==> config.mk <==
export PLATFORM = sky130hd
export DESIGN_NAME = hsr_delay
export DESIGN_NICKNAME = d
export VERILOG_FILES = /design/src/sv/hsr_delay.sv
export SDC_FILE = /design/constraint.sdc
export NUM_CORES = 1
export LEC_CHECK = 0
export ABC_CLOCK_PERIOD_IN_PS = 800
export BUFFER_PORTS_ARGS = -buffer_cell sky130_fd_sc_hd__buf_2
export CAP_MARGIN = 40
export CORE_MARGIN = 3
export CORE_UTILIZATION = 41
export DETAILED_ROUTE_END_ITERATION = 6
export GPL_TIMING_DRIVEN = 0
export PLACE_DENSITY = 0.7
export SLEW_MARGIN = 20
export SYNTH_ARGS = -nofsm -noshare
export SYNTH_HDL_FRONTEND = slang
export SYNTH_SLANG_ARGS = --single-unit
export TNS_END_PERCENT = 20
==> constraint.sdc <==
create_clock -name i_clk -period 0.8 [get_ports i_clk]
set_clock_uncertainty 0.2 [all_clocks]
set_input_delay 0.16 -clock i_clk [delete_from_list [all_inputs] [get_ports i_clk]]
set_output_delay 0.16 -clock i_clk [all_outputs]
set_load 0.02 [all_outputs]
==> src/sv/hsr_delay.sv <==
// Payload delay line that advances with the pipeline enable.
`timescale 1ns / 1ps
module hsr_delay #(
    parameter int W     = 8,
    parameter int DEPTH = 2
) (
    input  logic         i_clk,
    input  logic         i_en,
    input  logic [W-1:0] i_d,
    output logic [W-1:0] o_q
);

    logic [W-1:0] r_pipe [DEPTH];

    always_ff @(posedge i_clk) begin
        if (i_en) begin
            r_pipe[0] <= i_d;
            for (int i = 1; i < DEPTH; i++) begin
                r_pipe[i] <= r_pipe[i-1];
            end
        end
    end

    assign o_q = r_pipe[DEPTH-1];

endmodule

==> out/results.ini <==
[final_layout]
final_area_um2=659
multi_input_area_um2=0
largest_reg_flops=16
fin_nets=48
syn2layout_area_growth_pct=22.0
largest-register=r_pipe
diodes=0
fillers=94
layout-drive-gt1-share_pct=54.1
utilization_pct=56.3
num-multi-input-gates=0
top_regs=r_pipe (16)
finalNonFillerCells=51

[synthesis]
syn_inst=24
syn_nets=34
syn_area_um2=541
synth.avg_cell_area_um2=22.5
synth-seq-area-share_pct=88.9
yosysWarnings=0
synth_cell_types=2
yosys_register_bits=16

[critical_path]
r2r_slack_ns=-0.03
max_stage_delay_ns=0.39
worstSetupPathType=reg -> out
cp_top_family=flip-flops
crit_path_end_kind=output pin
required_ns=0.44
critPathLaunchType=flip-flop
path_cells=buf_6
cp_max_fo=1
slowest_stage=edfxtp_1
cp.arrival_ns=0.80
crit_buf_inv=1

[global_routing]
track_usage_pct=6.52
antenna_found_initial=0
grt_pass1_wl_um=862
grt_max_degree=17
grt-ovfl-total=0
grt_pass1_vias=221

[placed_design]
gp_congestion=0.602
dp_slack_ns=-0.194
place_area_um2=643
port_buffers=17
dp.cells=55

[detailed_routing]
first_pass_iters=2
drt-vias-per-instance=4.27
vias=218
route.detailed.drc=0
routedWlPerCell_um=9.92
totalWireLength_um=506
antenna_left=0
drt_iter0_drc=6

[cts]
numCtsBuffers=3
cts_tree=yes
clock_latency_ns=0.26
clk_pin_slew_ns=0.08
cts-root-buf=clkbuf_4
postCtsSetupRepairBufs=0
clockBufferDepth=2
htree_levels=1
cts.sink_count=16

[timing]
maxSlewHeadroom_pct=78.2
setup_violations=16
fin_ws_ns=-0.360
finalHoldViolations=8
drv_slew=0
post-route-period-util_pct=145
period_needed_ns=1.16
rsz0062_at_grt=yes
whs_ns=-0.137
worst_pin_slew_ns=0.327
fmax_ghz=0.862
final.setup.tns_ns=-2.96

[floorplanning]
die_h_um=42.3
row_count=12
coreArea_um2=1170
ios=18
die-area_um2=1790
start_util_pct=46.2
die_w_um=42.3

[job]
drv_cap=0

[power]
worst_ir_drop_vdd_v=0.00124
powerDensity_nw_per_um2=2310
leakagePower_nw=0.256

[worst_hold_path]
hp-class=in -> reg

[status]
violations=negative hold slack, negative setup slack
status=finished with violations

[what timing repair did]
action                                  in CTS  in global routing
resized for setup                           16                  0
endpoints found under the setup margin      16                 16
hold endpoints to repair                     8                  8
[Yosys cell counts]
master	count	area [um^2]
buf_4	8	60.1
edfxtp_1	16	480
[final timing paths]
path / from / to / cells past startpoint
max: r_pipe[0][10] / o_q[2] / 1
min: i_d[4] / r_pipe[0][4] / 1
max reg2reg: r_pipe[0][0] / r_pipe[0][8] / 0
min reg2reg: r_pipe[0][3] / r_pipe[0][11] / 0
[power by group]
part	internal [mW]	switching, mW	total (mW)
logic	0.0626	0.0605	0.123
registers	0.994	0.0198	1.01
clock network	0.180	0.204	0.384
total	1.24	0.284	1.52
[through the flow]
step	power (mW)	hold slack, ns
after global routing	1.61	-0.156
after floorplan	1.09	0.0589
after detailed placement	1.16	0.138
final	1.52	-0.137
after CTS	1.54	-0.145
after global placement	1.15	0.136
[cells in the final DEF (no fill, tap or decap)]
cell and instances:
edfxtp_1 16, buf_2 9, buf_6 8, clkbuf_4 3, clkinv_1 1
[per-layer routing]
metal | routed length, um | global-route usage, %
met4 | 0 | 3.73
met5 | 0 | 0
met2 | 239 | 10.0
met1 | 209 | 7.67
met3 | 57 | 2.58
[final cells by class]
type                  count  area, um^2  share of cell area (%)
sequential               16         480                    72.9
timing repair buffer     17         135                    20.5
clock buffer              3        22.5                    3.42
tap                      14        17.5                    2.66
clock inverter            1        3.75                   0.569
[cells by family (layout without fill, tap and decap cells)]
logic type	after synthesis	in the layout	share of synthesized area (%)
flip-flops	16	16	88.9
buffers and inverters	8	21	11.1
(Power assumes the default switching activity.)
