`config.mk`:
```
export PLATFORM = sky130hd
export DESIGN_NAME = hsr_div
export DESIGN_NICKNAME = d
export VERILOG_FILES = /design/src/sv/hsr_div.sv
export SDC_FILE = /design/constraint.sdc
export NUM_CORES = 1
export LEC_CHECK = 0
export ABC_AREA = 1
export BUFFER_PORTS_ARGS = -buffer_cell sky130_fd_sc_hd__buf_2
export CORE_AREA = 2 2 293 295
export DETAILED_ROUTE_END_ITERATION = 10
export DIE_AREA = 0 0 295 297
export GPL_ROUTABILITY_DRIVEN = 0
export PLACE_DENSITY_LB_ADDON = 0.05
export SYNTH_ARGS = -nofsm -noshare
export SYNTH_HDL_FRONTEND = slang
export SYNTH_SLANG_ARGS = --single-unit
```
`constraint.sdc`:
```
create_clock -name i_clk -period 3.47 [get_ports i_clk]
set_input_delay 0.347 -clock i_clk [delete_from_list [all_inputs] [get_ports i_clk]]
set_output_delay 0.347 -clock i_clk [all_outputs]
set_load 0.03 [all_outputs]
```
`src/sv/hsr_div.sv`:
```
// Pipelined restoring divider, one quotient bit per stage.
`timescale 1ns / 1ps
module hsr_div #(
    parameter int NW = 25,
    parameter int DW = 9,
    parameter int QW = 17
) (
    input  logic          i_clk,
    input  logic          i_en,
    input  logic [NW-1:0] i_num,
    input  logic [DW-1:0] i_den,
    output logic [QW-1:0] o_quo
);

    localparam int CW = ((NW > DW + QW - 1) ? NW : DW + QW - 1) + 1;

    logic [NW-1:0] r_rem [QW];
    logic [DW-1:0] r_den [QW];
    logic [QW-1:0] r_quo [QW];

    genvar k;
    generate
        for (k = 0; k < QW; k++) begin : g_stage
            logic [NW-1:0] rem_in, n_rem;
            logic [DW-1:0] den_in;
            logic [QW-1:0] quo_in, n_quo;
            logic [CW-1:0] shifted;

            if (k == 0) begin : g_first
                assign rem_in = i_num;
                assign den_in = i_den;
                assign quo_in = '0;
            end else begin : g_next
                assign rem_in = r_rem[k-1];
                assign den_in = r_den[k-1];
                assign quo_in = r_quo[k-1];
            end

            always_comb begin
                shifted = CW'(den_in) << (QW - 1 - k);
                n_rem = rem_in;
                n_quo = quo_in;
                if (CW'(rem_in) >= shifted) begin
                    n_rem = NW'(CW'(rem_in) - shifted);
                    n_quo[QW-1-k] = 1'b1;
                end
            end

            always_ff @(posedge i_clk) begin
                if (i_en) begin
                    r_rem[k] <= n_rem;
                    r_den[k] <= den_in;
                    r_quo[k] <= n_quo;
                end
            end
        end
    endgenerate

    assign o_quo = r_quo[QW-1];

endmodule

```
==> flow_summary.toml <==
[run_status]
outcome = "complete, no violations"

[die]
die_w_microns = 295
start_util_pct = 44.5
die_y_microns = 297
placementRows = 107
core_region_area_sq_um = 84500
die_area_sq_um = 87600
io_pins = 53

[drt]
top_layer_used = "met4"
finalWirelength_microns = 86400
routed_via_density = 4.83
vias = 26600
wire_per_inst_microns = 15.7
wl_met3_microns = 3460
drc = 0
drt-pass1-iter-count = 5
wl_met2_microns = 38400
postRouteAntennaNets = 0
drtIter0Drc = 1777
routedLengthMet1_microns = 42900

[cts]
holdBufCountCts = 29
cts-resized-gates = 0
numCtsBuffers = 80
clk_pin_slew_ns = 0.06
clk_latency_ns = 0.63
clock-sinks = 697
htreeDepth = 3
root_buffer = "clkbuf_16"
tritoncts = "built"
cts_max_path_buffers = 3
cts_setup_buffers = 0

[setup_path]
r2r_cells = 13
r2r-start = "r_rem[0][351]"
critPathArrivalTime_ns = 3.10
cp_data_required_time_ns = 3.84
worst_setup_path_start_kind = "flop"
path_class = "reg2reg"
timing.rr.end = "r_rem[0][378]"
reg2reg_slack_ns = 0.74
end_kind = "flop"
cp_max_fo = 17

[synthesis]
async_flop_share_pct = 0
synth_compound_area_share_pct = 4.06
synthSimpleGateAreaFrac_pct = 24.5
synth-xor-area-share_pct = 2.40
ys_ff_latch = 697
yosysWarningCount = 0
avgSynthCellArea_sq_um = 9.10
yosys_most_used_dff = "edfxtp_1"
synthMuxAreaShare_pct = 0
synth_fa_ha_area_share_pct = 5.94
synth_top_family_by_area = "simple AND/OR/NAND/NOR gates"
ys_types = 47
synth-edff-count = 697
synth_seq_area_share_pct = 55.6
synth_cells = 4134
mappedNetlistArea_sq_um = 37600
syn-num-nets = 4339

[timing]
finalSetupViolations = 0
period_needed_ns = 2.73
finClkSkew_ns = 0.0176
max_freq_ghz = 0.366
slew_violations = 0
tns_ns = 0
max_slew_margin_pct = 43.0
timing.final.crit_share_pct = 78.7
hold_violations = 0
worst_pin_slew_ns = 0.852
worst_slack_ns = 0.740
rsz0062_at_grt = "false"

[cells_and_area]
final_cell_area_sq_um = 42300
layout.nets = 4494
drive_gt1_share_pct = 6.84
area_growth_pct = 12.4
antenna_cells = 0

[place]
port_buffers = 52
pre_cts_ws_ns = 0.731
dpl_cell_area_sq_um = 39300
place_hpwl_microns = 65500

[global_routing]
grt_pass1_vias = 25300
grt_max_degree = 90
gr-usage-all-layers_pct = 19.9
grt-ovfl-total = 0
antenna_found_initial = 0
grt_pass1_wl_microns = 138000

[min_path]
whs_path_depth = 3
hold_end = "r_rem[0][17]"
hp-class = "in2reg"
worstHoldStart = "i_num[17]"

[pwr]
irDropWorstVdd_mv = 0.369
power.leakage_uw = 0.0187
p_per_area_nw_per_um2 = 694

[flow_run]
drv_cap = 0
## cell usage after synthesis, types with 2 or more instances
cell      number  area [sq um]
and2_1         3          18.8
buf_2          6          30.0
buf_4          7          52.6
nor2_1       417          1570
nor2_2        17           106
inv_1        678          2540
nand3b_1      56           420
and3_1         2          12.5
a21o_1         3          22.5
a21boi_0       2          15.0
buf_6         14           158
ha_1         153          1910
o21ai_1       22           110
fa_1          16           320
nor3_1        27           135
nor4_1         6          37.5
inv_2          5          18.8
a21oi_2       26           228
a21oi_1      125           626
nor3b_1        2          15.0
nand2_4        3          33.8
nand4_1       81           507
nand3_2        4          40.0
nand2_2       22           138
nand2_1     1339          5030
edfxtp_1     697         20900
o21ai_0       55           275
o21ai_2       17           149
o21bai_1       8          60.1
xnor2_1       38           333
xor2_1        65           569
nand3_1      196           981
nor2_4         8          90.1
## cell type report
type                    count  area [sq um]
clock inverters            54           578
clock buffers              95          2100
well taps                1144          1430
repair buffers            101           798
inverters                 684          2570
flip-flops and latches    697         20900
fillers                  8025         42200
multi-input cells        2725         13900
## power by group
group,internal [uW],total (uW),switching (uW)
sequential,11100,12100,1040
clock,5110,8590,3490
combinational,3010,8620,5610
## cells by family after synthesis
| family | count (synthesis) |
|---|---|
| compound gates | 263 |
| xor+xnor | 103 |
| flops | 697 |
| buf+inv | 712 |
| simple gates | 2190 |
| fa+ha+maj | 169 |
## state kept, by name (all words and copies together) (netlist names)
| name | flops |
|---|---|
| r_rem | 400 |
| r_quo | 153 |
| r_den | 144 |
## metrics by stage
stage | utilization [%] | total power, uW | cells | hold WS [ns]
final | 50.0 | 29300 | 5500 | 0.0451
after CTS | 50.0 | 29600 | 5500 | 0.00857
after floorplan | - | 18300 | 4134 | 0.400
after detailed placement | 46.5 | 20800 | 5322 | 0.405
after global routing | 50.0 | 31400 | 5500 | 0.0492
after global placement | 46.5 | 20900 | 5322 | 0.400
## placed cells by master, fill, tap and decap left out, types with 56 or more instances in the layout
| master | n |
|---|---|
| a21oi_1 | 125 |
| clkbuf_16 | 82 |
| edfxtp_1 | 697 |
| ha_1 | 153 |
| inv_1 | 678 |
| nand2_1 | 1339 |
| nand3_1 | 196 |
| nand3b_1 | 56 |
| nand4_1 | 81 |
| nor2_1 | 417 |
| xor2_1 | 65 |
## routing by layer
layer / GRT usage, % / vias up
li1: - / 13800
met1: 29.5 / 12200
met2: 30.9 / 500
met3: 2.84 / 118
met4: 4.47 / 0
met5: 0 / -
## worst max-delay path: stages, from the launching register on
cell and delay, ns:
edfxtp_1 0.38, inv_1 0.07, ha_1 0.19, inv_1 0.08, fa_1 0.45, nand2_1 0.10
nand3_1 0.10, nand3_1 0.10, nand2_2 0.09, nand2_4 0.09, nand2_4 0.06, nor2_4 0.42
buf_4 0.27, o21ai_1 0.07
## how the worst max path moves through the flow
stage / from / to / slack (ns) / cells past startpoint
CTS: r_rem[0][351] / r_rem[0][381] / 0.73 / 13
floorplan: r_rem[0][255] / r_rem[0][288] / 1.31 / 13
global placement: r_rem[0][351] / r_rem[0][381] / 0.82 / 13
detailed placement: r_rem[0][351] / r_rem[0][381] / 0.73 / 13
finish: r_rem[0][351] / r_rem[0][378] / 0.74 / 13
global route: r_rem[0][351] / r_rem[0][378] / 0.52 / 14
No activity file was read; power rests on OpenSTA's default activity.
