==> config.mk <==
export PLATFORM = sky130hd
export DESIGN_NAME = hsr_front
export DESIGN_NICKNAME = d
export VERILOG_FILES = /design/src/sv/hsr_pkg.sv /design/src/sv/hsr_front.sv
export SDC_FILE = /design/constraint.sdc
export NUM_CORES = 1
export LEC_CHECK = 0
export BUFFER_PORTS_ARGS = -buffer_cell sky130_fd_sc_hd__buf_2
export CAP_MARGIN = 20
export CORE_MARGIN = 5
export CORE_UTILIZATION = 36
export DETAILED_ROUTE_END_ITERATION = 7
export GPL_TIMING_DRIVEN = 1
export PLACE_DENSITY = 0.59
export SLEW_MARGIN = 20
export SYNTH_ARGS = -nofsm -noshare
export SYNTH_HDL_FRONTEND = slang
export SYNTH_SLANG_ARGS = --single-unit
export TNS_END_PERCENT = 100
==> constraint.sdc <==
create_clock -name i_clk -period 10.05 [get_ports i_clk]
set_clock_uncertainty 0.05 [all_clocks]
set_input_delay 0.5025 -clock i_clk [delete_from_list [all_inputs] [get_ports i_clk]]
set_output_delay 0.5025 -clock i_clk [all_outputs]
set_load 0.05 [all_outputs]
==> src/sv/hsr_pkg.sv <==
// Shared types and constants of the saturation replace unit.
`timescale 1ns / 1ps
package hsr_pkg;

    localparam int FRAC_BITS_DEF = 16;
    // Quotient bits of the old saturation divider.
    localparam int SAT_QW = 9;

    typedef enum logic [1:0] {
        SEC_RED   = 2'd0,
        SEC_GREEN = 2'd1,
        SEC_BLUE  = 2'd2
    } t_sector;

    typedef struct packed {
        logic [8:0] s;
        logic [7:0] span;
        logic [7:0] n;
        t_sector    sector;
        logic       neg;
        logic       hue_zero;
        logic       sat_zero;
    } t_side;

endpackage

==> src/sv/hsr_front.sv <==
// First stage: max, min, lightness span, hue section and divider operands.
`timescale 1ns / 1ps
module hsr_front import hsr_pkg::*; #(
    parameter int FRAC_BITS = FRAC_BITS_DEF
) (
    input  logic                 i_clk,
    input  logic                 i_en,
    input  logic [7:0]           i_red,
    input  logic [7:0]           i_green,
    input  logic [7:0]           i_blue,
    input  logic [7:0]           i_sat,
    output t_side                o_side,
    output logic [FRAC_BITS+8:0] o_hue_num,
    output logic [8:0]           o_hue_den,
    output logic [16:0]          o_sat_num,
    output logic [8:0]           o_sat_den
);

    logic [7:0]  mx, mn, d, span, mag;
    logic [8:0]  s, diff;
    t_sector     sector;
    logic        neg;
    logic [16:0] sat_num;
    t_side       n_side;

    always_comb begin
        mx = i_red;
        mn = i_red;
        if (i_green > mx) mx = i_green;
        if (i_blue > mx) mx = i_blue;
        if (i_green < mn) mn = i_green;
        if (i_blue < mn) mn = i_blue;
        d = mx - mn;
        s = {1'b0, mx} + {1'b0, mn};
        span = (s <= 9'd255) ? s[7:0] : 8'(9'd510 - s);

        // Red wins ties, then green.
        if (mx == i_red) begin
            sector = SEC_RED;
            diff = {1'b0, i_green} - {1'b0, i_blue};
        end else if (mx == i_green) begin
            sector = SEC_GREEN;
            diff = {1'b0, i_blue} - {1'b0, i_red};
        end else begin
            sector = SEC_BLUE;
            diff = {1'b0, i_red} - {1'b0, i_green};
        end
        neg = diff[8];
        mag = neg ? 8'(-diff) : diff[7:0];

        sat_num = 17'(d) * 17'd510 + 17'(span);

        n_side.s = s;
        n_side.span = span;
        n_side.n = i_sat;
        n_side.sector = sector;
        n_side.neg = neg;
        n_side.hue_zero = (d == 8'd0);
        n_side.sat_zero = (d == 8'd0) || (span == 8'd0);
    end

    always_ff @(posedge i_clk) begin
        if (i_en) begin
            o_side <= n_side;
            o_hue_num <= {mag, 1'b0, {(FRAC_BITS - 8){1'b0}}, d};
            o_hue_den <= {d, 1'b0};
            o_sat_num <= sat_num;
            o_sat_den <= {span, 1'b0};
        end
    end

endmodule

==> reports/qor.csv <==
stage;metric;value;unit
status;run status;finished, final reports clean;
detailed_routing;Routed Antenna Nets;0;
sta;number of pins exceeding their max-slew limit in the final report;0;
global_routing;initial antenna violation count;0;
worst_setup_path;critical path fanouts, max;11;
worst_setup_path;kind of end point of the critical path;flop;
cts;H-tree depth;3;
global_routing;aggregate global routing overflow;0;
sta;slew at the pin with the worst max-slew slack;0.789;ns
cts;number of clock sinks;60;
worst_setup_path;critical path type;in -> reg;
placement;# port buffers;112;
final_layout;Layout Nets;1053;
worst_setup_path;delay of the slowest cell on the worst path;0.52;ns
cts;clk root buf;clkbuf_16;
final_layout;multi-input combinational cell area;0.00492;mm^2
cts;CTS tree;done;
final_layout;layout overhead on the synthesized area;16.0;%
final_layout;proportion of layout cells with a drive suffix above 1;20.2;%
sta;Fmax;0.107;GHz
yosys;Avg Inst Size Synth;9.50;um^2
min_path;Cells on Worst Hold Path;1;
detailed_routing;total length of routed wires;17300;um
final_layout;area taken by flip-flops and latches;0.00180;mm^2
yosys;flop and latch count out of synthesis;60;
yosys;post-synthesis sequential area ratio;24.5;%
final_layout;final-layout fill cell count;2036;
die;height of the chip;153;um
sta;Hold Fails Final Rpt;0;
die;Core Box Area;0.0202;mm^2
cts;clock-pin transition on the worst setup and hold timing paths;0.06;ns
global_routing;global-route wire length before repair;28600;um
die;FP Rows;52;
detailed_routing;residual DRC count;0;
detailed_routing;Pre-Repair DR Iteration Count;4;
die;effective utilization at floorplan;36.4;%
yosys;post-synth design cell area;0.00734;mm^2
global_routing;combined global-route utilization of all metal layers;15.0;%
worst_setup_path;Worst EP required;10.07;ns
final_layout;number of diodes;0;
sta;worst-case headroom to the max-slew limit;47.4;%
yosys;number of flops mapped to enable cells by yosys;60;
die;DIE AREA;0.0233;mm^2
cts;number of buffers inserted during clock tree synthesis;9;
detailed_routing;total number of vias;5579;
detailed_routing;initial DRC count;221;
worst_setup_path;Slowest-stage cell, CP;fa_1;
yosys;Top FF cell, synth;edfxtp_1;
cts;Setup Fix Bufs, Post-CTS;0;
cts;clock buffer depth;2;
placement;GP Congestion;0.879;
worst_setup_path;cell with the most instances on the worst path;ha_1;
yosys;warnings from Yosys;0;
yosys;Synth cell types;64;
placement;DPL Wire Length;14300;um
flow_run;Max-cap violations;0;
sta;final period utilization;93.3;%
sta;Final setup viols;0;
detailed_routing;average via count per standard cell;4.80;
yosys;ys async rst share;0;%
sta;RSZ-0062 raised after global routing;false;
detailed_routing;average routed wire per standard cell;14.9;um
min_path;hold crit path type;in -> reg;
die;die outline width;153;um
yosys;gate count after technology mapping;773;
worst_setup_path;data arrival time of the critical path;9.40;ns
global_routing;largest net degree at the start of global routing;61;
die;num ports;124;
sta;final period demand of the worst path;9.38;ns
global_routing;number of global-route vias before repair;5435;
worst_setup_path;nature of the critical path startpoint;input port;
sta;total negative slack for setup checks;0;ns
## path summary, 6_finish.rpt
kind,startpoint,slack [ns],to
setup / recovery,i_green[6],0.67,o_sat_num[16]
hold / removal,i_sat[3],0.31,o_side[8]
## layout by cell type, fill, tap and decap left out, drive strengths merged, types with 13 or more instances in the layout
master	count
a21o	23
a21oi	64
buf	130
edfxtp	60
fa	26
ha	106
inv	112
mux2	13
mux2i	29
nand2	22
nor2	46
nor3	16
o21ai	21
o21bai	19
xnor2	57
xor2	41
## timing repair
item                                    CTS  global route
resized for setup                         0             6
endpoints found under the setup margin    0             3
hold buffers                              0             0
## critical path, delay by kind of cell
family,cells,cell delay (ns)
AO/OA/AOI/OAI,12,2.25
XOR/XNOR,3,0.45
adder cells (fa/ha/maj),10,3.54
buffers and inverters,8,1.02
multiplexers,1,0.30
AND/OR/NAND/NOR,7,1.31
## synth_stat cells, types with 2 or more instances
cell type	n	area share, %
inv_1	111	5.7
ha_1	106	18
a21oi_1	63	4.3
edfxtp_1	60	25
xnor2_1	57	6.8
nor2_1	46	2.4
xor2_1	41	4.9
buf_4	30	3.1
mux2i_1	29	4.0
fa_1	26	7.1
a21o_1	22	2.2
nand2_1	21	1.1
o21bai_1	19	1.9
o21ai_0	16	1.1
nor3_1	12	0.82
mux2_2	11	1.7
nor2b_1	11	0.94
nand3_1	7	0.48
nand4_1	5	0.43
o21ai_1	5	0.34
or3_1	5	0.43
clkbuf_1	4	0.20
nand2b_1	4	0.34
nand3b_1	4	0.41
nor3_2	4	0.55
a21boi_1	3	0.31
a31oi_1	3	0.26
and2_1	3	0.26
and3_1	3	0.26
buf_2	2	0.14
mux2_1	2	0.31
nor3b_1	2	0.20
nor4_1	2	0.17
o21a_1	2	0.20
o31ai_1	2	0.20
or2_2	2	0.17
## sequential cells by signal (all words and copies together) (netlist names)
| name | flops |
|---|---|
| o_side | 21 |
| o_sat_num | 16 |
| o_hue_num | 9 |
| o_hue_den | 7 |
| o_sat_den | 7 |
## layout make-up
type                       instances  area share, %
clock buffer                      11           2.73
multi-input combinational        573           57.8
tap                              270           3.97
timing repair buffer             130           8.17
sequential                        60           21.2
inverter                         113           4.98
clock inverter                     5           1.18
## per-stage QoR
step	utilization [%]	hold slack [ns]	area (um^2)	worst slack [ns]	cells
finish	42.2	0.312	8520	0.671	1162
global route	42.2	0.291	8520	0.0360	1162
CTS	42.1	0.292	8480	0.386	1162
detailed placement	40.4	0.631	8150	0.0716	1146
global placement	40.4	0.629	8150	0.315	1146
floorplan	-	0.551	7380	0.565	783
## per-layer routing
layer	GRT usage, %	vias to the layer above	share of wire [%]
met4	4.07	0	1.6
met5	0	-	0
met1	21.0	2583	49
met2	24.3	129	45
met3	2.36	15	4.3
li1	-	2852	-
## logic make-up (layout without fill, tap and decap cells)
logic type	Yosys count	after routing	synth area share, %
simple gates	139	139	10.0
xor+xnor	98	98	11.7
buf+inv	150	259	9.34
mux	42	42	5.95
fa+ha+maj	132	132	25.2
compound gates	151	151	13.3
flops	60	60	24.5
other cells	1	11	0.0511
Power is left out: the tool's default activity adds up to more than one toggle a clock period on the data nets, which glitch-free logic cannot reach.
