==> config.mk <==
export PLATFORM = sky130hd
export DESIGN_NAME = hsr_back
export DESIGN_NICKNAME = d
export VERILOG_FILES = /design/src/sv/hsr_pkg.sv /design/src/sv/hsr_back.sv
export SDC_FILE = /design/constraint.sdc
export NUM_CORES = 2
export LEC_CHECK = 0
export BUFFER_PORTS_ARGS = -buffer_cell sky130_fd_sc_hd__buf_2
export CORE_ASPECT_RATIO = 0.8
export CORE_UTILIZATION = 29
export DETAILED_ROUTE_END_ITERATION = 8
export PLACE_DENSITY_LB_ADDON = 0.08
export SYNTH_ARGS = -nofsm -noshare
export SYNTH_HDL_FRONTEND = slang
export SYNTH_SLANG_ARGS = --single-unit
==> constraint.sdc <==
create_clock -name i_clk -period 11.9 [get_ports i_clk]
set_input_delay 1.785 -clock i_clk [delete_from_list [all_inputs] [get_ports i_clk]]
set_output_delay 1.785 -clock i_clk [all_outputs]
set_load 0.02 [all_outputs]
==> src/sv/hsr_pkg.sv <==
// Shared types and constants of the saturation replace unit.
`timescale 1ns / 1ps
package hsr_pkg;

    localparam int FRAC_BITS_DEF = 16;
    // Quotient bits of the old saturation divider.
    localparam int SAT_QW = 9;

    typedef enum logic [1:0] {
        SEC_RED   = 2'd0,
        SEC_GREEN = 2'd1,
        SEC_BLUE  = 2'd2
    } t_sector;

    typedef struct packed {
        logic [8:0] s;
        logic [7:0] span;
        logic [7:0] n;
        t_sector    sector;
        logic       neg;
        logic       hue_zero;
        logic       sat_zero;
    } t_side;

endpackage

==> src/sv/hsr_back.sv <==
// Back stages: hue weights, chroma products, rounding and the divide by 510.
`timescale 1ns / 1ps
module hsr_back import hsr_pkg::*; #(
    parameter int FRAC_BITS = FRAC_BITS_DEF
) (
    input  logic                 i_clk,
    input  logic                 i_en,
    input  t_side                i_side,
    input  logic [FRAC_BITS:0]   i_hue_q,
    input  logic [SAT_QW-1:0]    i_sat_q,
    output logic [7:0]           o_red,
    output logic [7:0]           o_green,
    output logic [7:0]           o_blue,
    output logic [7:0]           o_old_sat
);

    localparam int FB = FRAC_BITS;
    localparam int WW = FB + 2;
    localparam int PW = FB + 19;
    localparam logic [FB:0] ONE = {1'b1, {FB{1'b0}}};

    // Stage one: hue times six and per-channel weights.
    logic [2:0]             k;
    logic [FB+2:0]          h6, wx_wide;
    logic [FB:0]            f, hue_off, t;
    logic signed [WW-1:0]   wx, wc, wz;
    logic signed [WW-1:0]   n_w [3];

    logic signed [WW-1:0]   r1_w [3];
    logic [15:0]            r1_dn;
    logic [8:0]             r1_s;
    logic [7:0]             r1_sat;

    always_comb begin
        case (i_side.sector)
            SEC_RED:   k = i_side.neg ? 3'd6 : 3'd0;
            SEC_GREEN: k = 3'd2;
            SEC_BLUE:  k = 3'd4;
            default:   k = 3'd0;
        endcase
        if (i_side.hue_zero) begin
            h6 = '0;
        end else if (i_side.neg) begin
            h6 = {k, {FB{1'b0}}} - {2'b00, i_hue_q};
        end else begin
            h6 = {k, {FB{1'b0}}} + {2'b00, i_hue_q};
        end
        f = h6[FB:0];
        hue_off = (f >= ONE) ? f - ONE : ONE - f;
        t = ONE - hue_off;
        wx_wide = {1'b0, t, 1'b0} - {2'b00, ONE};
        wx = signed'(wx_wide[WW-1:0]);
        wc = signed'({1'b0, ONE});
        wz = -wc;
        case (h6[FB+2:FB])
            3'd0: begin n_w[0] = wc; n_w[1] = wx; n_w[2] = wz; end
            3'd1: begin n_w[0] = wx; n_w[1] = wc; n_w[2] = wz; end
            3'd2: begin n_w[0] = wz; n_w[1] = wc; n_w[2] = wx; end
            3'd3: begin n_w[0] = wz; n_w[1] = wx; n_w[2] = wc; end
            3'd4: begin n_w[0] = wx; n_w[1] = wz; n_w[2] = wc; end
            default: begin n_w[0] = wc; n_w[1] = wz; n_w[2] = wx; end
        endcase
    end

    always_ff @(posedge i_clk) begin
        if (i_en) begin
            r1_w <= n_w;
            r1_dn <= 16'(i_side.span) * 16'(i_side.n);
            r1_s <= i_side.s;
            r1_sat <= i_side.sat_zero ? 8'd0 : i_sat_q[7:0];
        end
    end

    // Stage two: the chroma products.
    logic signed [PW-1:0] r2_p [3];
    logic [8:0]           r2_s;
    logic [7:0]           r2_sat;

    always_ff @(posedge i_clk) begin
        if (i_en) begin
            for (int c = 0; c < 3; c++) begin
                r2_p[c] <= $signed({1'b0, r1_dn}) * r1_w[c];
            end
            r2_s <= r1_s;
            r2_sat <= r1_sat;
        end
    end

    // Stage three: add the lightness term and the rounding half, drop fraction.
    logic [16:0]          base255;
    logic signed [PW-1:0] num [3];
    logic [PW-1:0]        xs [3];
    logic [PW-FB-2:0]     n_x [3];
    logic [PW-FB-2:0]     r3_x [3];
    logic [7:0]           r3_sat;

    always_comb begin
        base255 = 17'(r2_s) * 17'd255;
        for (int c = 0; c < 3; c++) begin
            num[c] = $signed({2'b00, base255, {FB{1'b0}}}) + r2_p[c];
            xs[c] = PW'(num[c]) + {{(PW - FB - 8){1'b0}}, 8'd255, {FB{1'b0}}};
            n_x[c] = num[c][PW-1] ? '0 : xs[c][PW-1:FB+1];
        end
    end

    always_ff @(posedge i_clk) begin
        if (i_en) begin
            r3_x <= n_x;
            r3_sat <= r2_sat;
        end
    end

    // Stage four: divide by 255 through a reciprocal with one correction, clamp.
    logic [24:0] prod [3];
    logic [7:0]  q0 [3];
    logic [15:0] rem [3];
    logic [7:0]  n_ch [3];

    always_comb begin
        for (int c = 0; c < 3; c++) begin
            prod[c] = 25'(r3_x[c][15:0]) * 25'd257;
            q0[c] = prod[c][23:16];
            rem[c] = r3_x[c][15:0] - 16'(q0[c]) * 16'd255;
            if (r3_x[c] >= (PW - FB - 1)'(65280)) begin
                n_ch[c] = 8'hFF;
            end else begin
                n_ch[c] = q0[c] + 8'(rem[c] >= 16'd255);
            end
        end
    end

    always_ff @(posedge i_clk) begin
        if (i_en) begin
            o_red <= n_ch[0];
            o_green <= n_ch[1];
            o_blue <= n_ch[2];
            o_old_sat <= r3_sat;
        end
    end

endmodule

==> reports/results.tsv <==
stage	metric	value	unit
critical_path	Max Fanout on Critical Path	8	
critical_path	most used cell, CP	ha_1	
global_route	vias in the first global route	40570	
logic_synthesis	Synth async-reset ratio	0	%
timing	measured slew at the worst slew-check pin	1.285	ns
critical_path	delay-heaviest family, CP	adder cells	
critical_path	crit path launch type	flop	
logic_synthesis	largest family of logic cells by synthesized area	adder cells	
drt	Post-DRT Antenna Nets	0	
final_layout	Fillers	19920	
logic_synthesis	synth unique cells	100	
floorplan	num rows	142	
critical_path	Crit path largest cell delay	0.59	ns
clock_network	register clock-pin slew on the reported worst setup and hold paths	0.08	ns
drt	vias	37790	
drt	post-DR wirelength/cell	17.83	um
logic_synthesis	register area share after synthesis	13.69	%
logic_synthesis	XOR/XNOR Fraction of Synth Area	4.560	%
clock_network	CTS Hold Buffers Added	0	
floorplan	DIE HEIGHT	392.6	um
logic_synthesis	cell taking the most area after synthesis	fa_1	
final_layout	final layout net count	7545	
logic_synthesis	Synth top area share	36.13	%
timing	PnR worst setup slack	2.183	ns
timing	worst rel slew slack	14.02	%
clock_network	CTS max path bufs	3	
drt	initial drt markers	1629	
clock_network	CTS tree	built	
logic_synthesis	Mapped Cells	5867	
timing	Final min period	9.717	ns
logic_synthesis	top_reg_cell synth	edfxtp_1	
logic_synthesis	number of synthesized register bits	252	
critical_path	WP buf/inv	5	
clock_network	CTS Root Cell	clkbuf_16	
hold_path	hold wc startpoint	r3_sat[6]$_DFFE_PP_	
global_route	gr usage total	16.16	%
hold_path	Min-Delay Path Class	reg2reg	
outcome	status	completed	
floorplan	core box area	188300	sq um
global_route	global-route wire length before repair	241400	um
clock_network	post-CTS setup buffers	0	
clock_network	CTS Sinks	252	
critical_path	slowest CP cell	xnor2_1	
placement	Placer Congestion	0.7952	
critical_path	WP data arrival	10.06	ns
timing	clk_skew	0.04232	ns
timing	RSZ-0062 raised after global routing	no	
logic_synthesis	Synth Area in Simple Gates	14.45	%
floorplan	die area	192400	sq um
logic_synthesis	synth warn	0	
drt	Vias per Instance	4.477	
placement	pre-CTS setup slack	2.248	ns
critical_path	Worst setup startpoint	r3_x[39]$_SDFFCE_PN0P_	
critical_path	CP endpoint kind	flop	
clock_network	clock buffer count from CTS	37	
placement	Detail Placement HPWL	118900	um
final_layout	ratio of cells with drive above 1 in the final layout	4.633	%
critical_path	WP data required	12.24	ns
final_layout	Layout Area Growth over Synthesis	8.424	%
clock_network	htree depth	2	
global_route	Congestion Overflow GR	0	
timing	Final Setup Violations	0	
placement	Post-DP Area	58710	sq um
drt	DRC	0	
logic_synthesis	mean post-synth cell area	9.425	sq um
timing	FMAX	0.1029	GHz
global_route	initial antenna violation count	9	
floorplan	die width	490.2	um
timing	Hold Vio Cnt, Final	0	
job	max cap viols	0	
clock_network	worst-skew pair later-pin latency	0.61	ns
logic_synthesis	mux contribution to synthesized area	0.2647	%
drt	TritonRoute pass-1 iters	5	
logic_synthesis	area of the mapped netlist	55290	sq um
critical_path	WS Path Type	reg2reg	
logic_synthesis	adder-cell share of the synthesized area	49.75	%
logic_synthesis	Synth Area in Compound Gates	6.820	%
logic_synthesis	top post-synthesis cells by area	fa_1, edfxtp_1, ha_1, inv_1, and2_1	
clock_network	PostCTS Resize Cnt	0	
floorplan	Starting Density	29.36	%
floorplan	io pins	90	
global_route	largest net degree at the start of global routing	71	
placement	number of buffers added on ports	88	
timing	post-route clock period utilization	81.66	%
critical_path	R2R Path Start	r3_x[39]$_SDFFCE_PN0P_	
logic_synthesis	syn_nets	7525	
drt	total wire length	150500	um
logic_synthesis	Post-synth EDFFs	252	
final_layout	post-route cell area	59950	sq um
timing	setup TNS	0	ns
timing	Slew Limit Fails	0	
[cells in the mapped netlist, drive strengths merged (49+ instances only)]
library cell and number:
nand2 613, xnor2 205, a21o 49, nand3 53, xor2 82, nor3 74, edfxtp 252, fa 998
ha 602, o21ai 119, inv 1363, and2 395, clkbuf 163, nor2 267, a21oi 145
[through the flow]
step / utilization (%) / cells / hold WS (ns)
finish: 31.83 / 8441 / 0.4067
global route: 31.83 / 8436 / 0.4236
CTS: 31.82 / 8434 / 0.4039
detailed placement: 31.17 / 8368 / 0.4045
global placement: 31.17 / 8368 / 0.4003
floorplan: - / 5867 / 0.4003
[cell type report]
| cell class | count | area (sq um) | area share (%) |
|---|---|---|---|
| multi-input cells | 4081 | 41940 | 69.96 |
| repair buffers | 152 | 930.9 | 1.553 |
| inverters | 1363 | 5116 | 8.534 |
| flip-flops and latches | 252 | 7567 | 12.62 |
| clock buffers | 39 | 975.9 | 1.628 |
| clock inverters | 27 | 250.2 | 0.4174 |
| well taps | 2520 | 3153 | 5.259 |
| diodes | 7 | 17.52 | 0.02922 |
[final timing paths]
check                            to  slack, ns  cells past startpoint
max          o_red[6]$_SDFFCE_PP1P_       2.18                     37
min          o_old_sat[6]$_DFFE_PP_       0.41                      0
max reg2reg  o_red[6]$_SDFFCE_PP1P_       2.18                     37
min reg2reg  o_old_sat[6]$_DFFE_PP_       0.41                      0
[sequential cells by signal (all words and copies together) (netlist names)]
signal	cells
r1_s	9
r1_w	51
r2_p	57
o_blue	8
r3_sat	8
o_green	8
o_red	8
r1_dn	16
r3_x	54
o_old_sat	8
r1_sat	8
r2_sat	8
r2_s	9
[cells in the final DEF (no fill, tap or decap), types with 45 or more instances in the layout]
| master | n |
|---|---|
| edfxtp_1 | 252 |
| ha_1 | 602 |
| o21a_1 | 46 |
| o21ai_0 | 115 |
| xnor2_1 | 204 |
| nand3_1 | 53 |
| fa_1 | 998 |
| a21o_1 | 49 |
| nand2_1 | 613 |
| and2_1 | 394 |
| xor2_1 | 82 |
| nor2b_1 | 45 |
| nor2_1 | 267 |
| buf_4 | 64 |
| buf_2 | 87 |
| inv_1 | 1361 |
| nor3_1 | 74 |
| a21oi_1 | 144 |
[routing by layer]
layer,wire length [um],part of all wire [%],track usage (%),vias up
li1,-,-,-,18200
met1,80310,53,24.72,19060
met2,62940,42,24.41,443
met3,5536,3.7,2.251,80
met4,1666,1.1,2.225,4
met5,27,0.018,0,-
[cell families (layout without fill, tap and decap cells)]
group | count (synthesis) | count (layout)
multiplexers | 14 | 14
adder cells (fa/ha/maj) | 1600 | 1600
AND/OR/NAND/NOR | 1625 | 1625
other | 0 | 7
buffers and inverters | 1534 | 1581
AO/OA/AOI/OAI | 555 | 555
XOR/XNOR | 287 | 287
flip-flops | 252 | 252
Power is not shown: default switching activity piles up to over one toggle a cycle in this logic, so the estimate is an artifact.
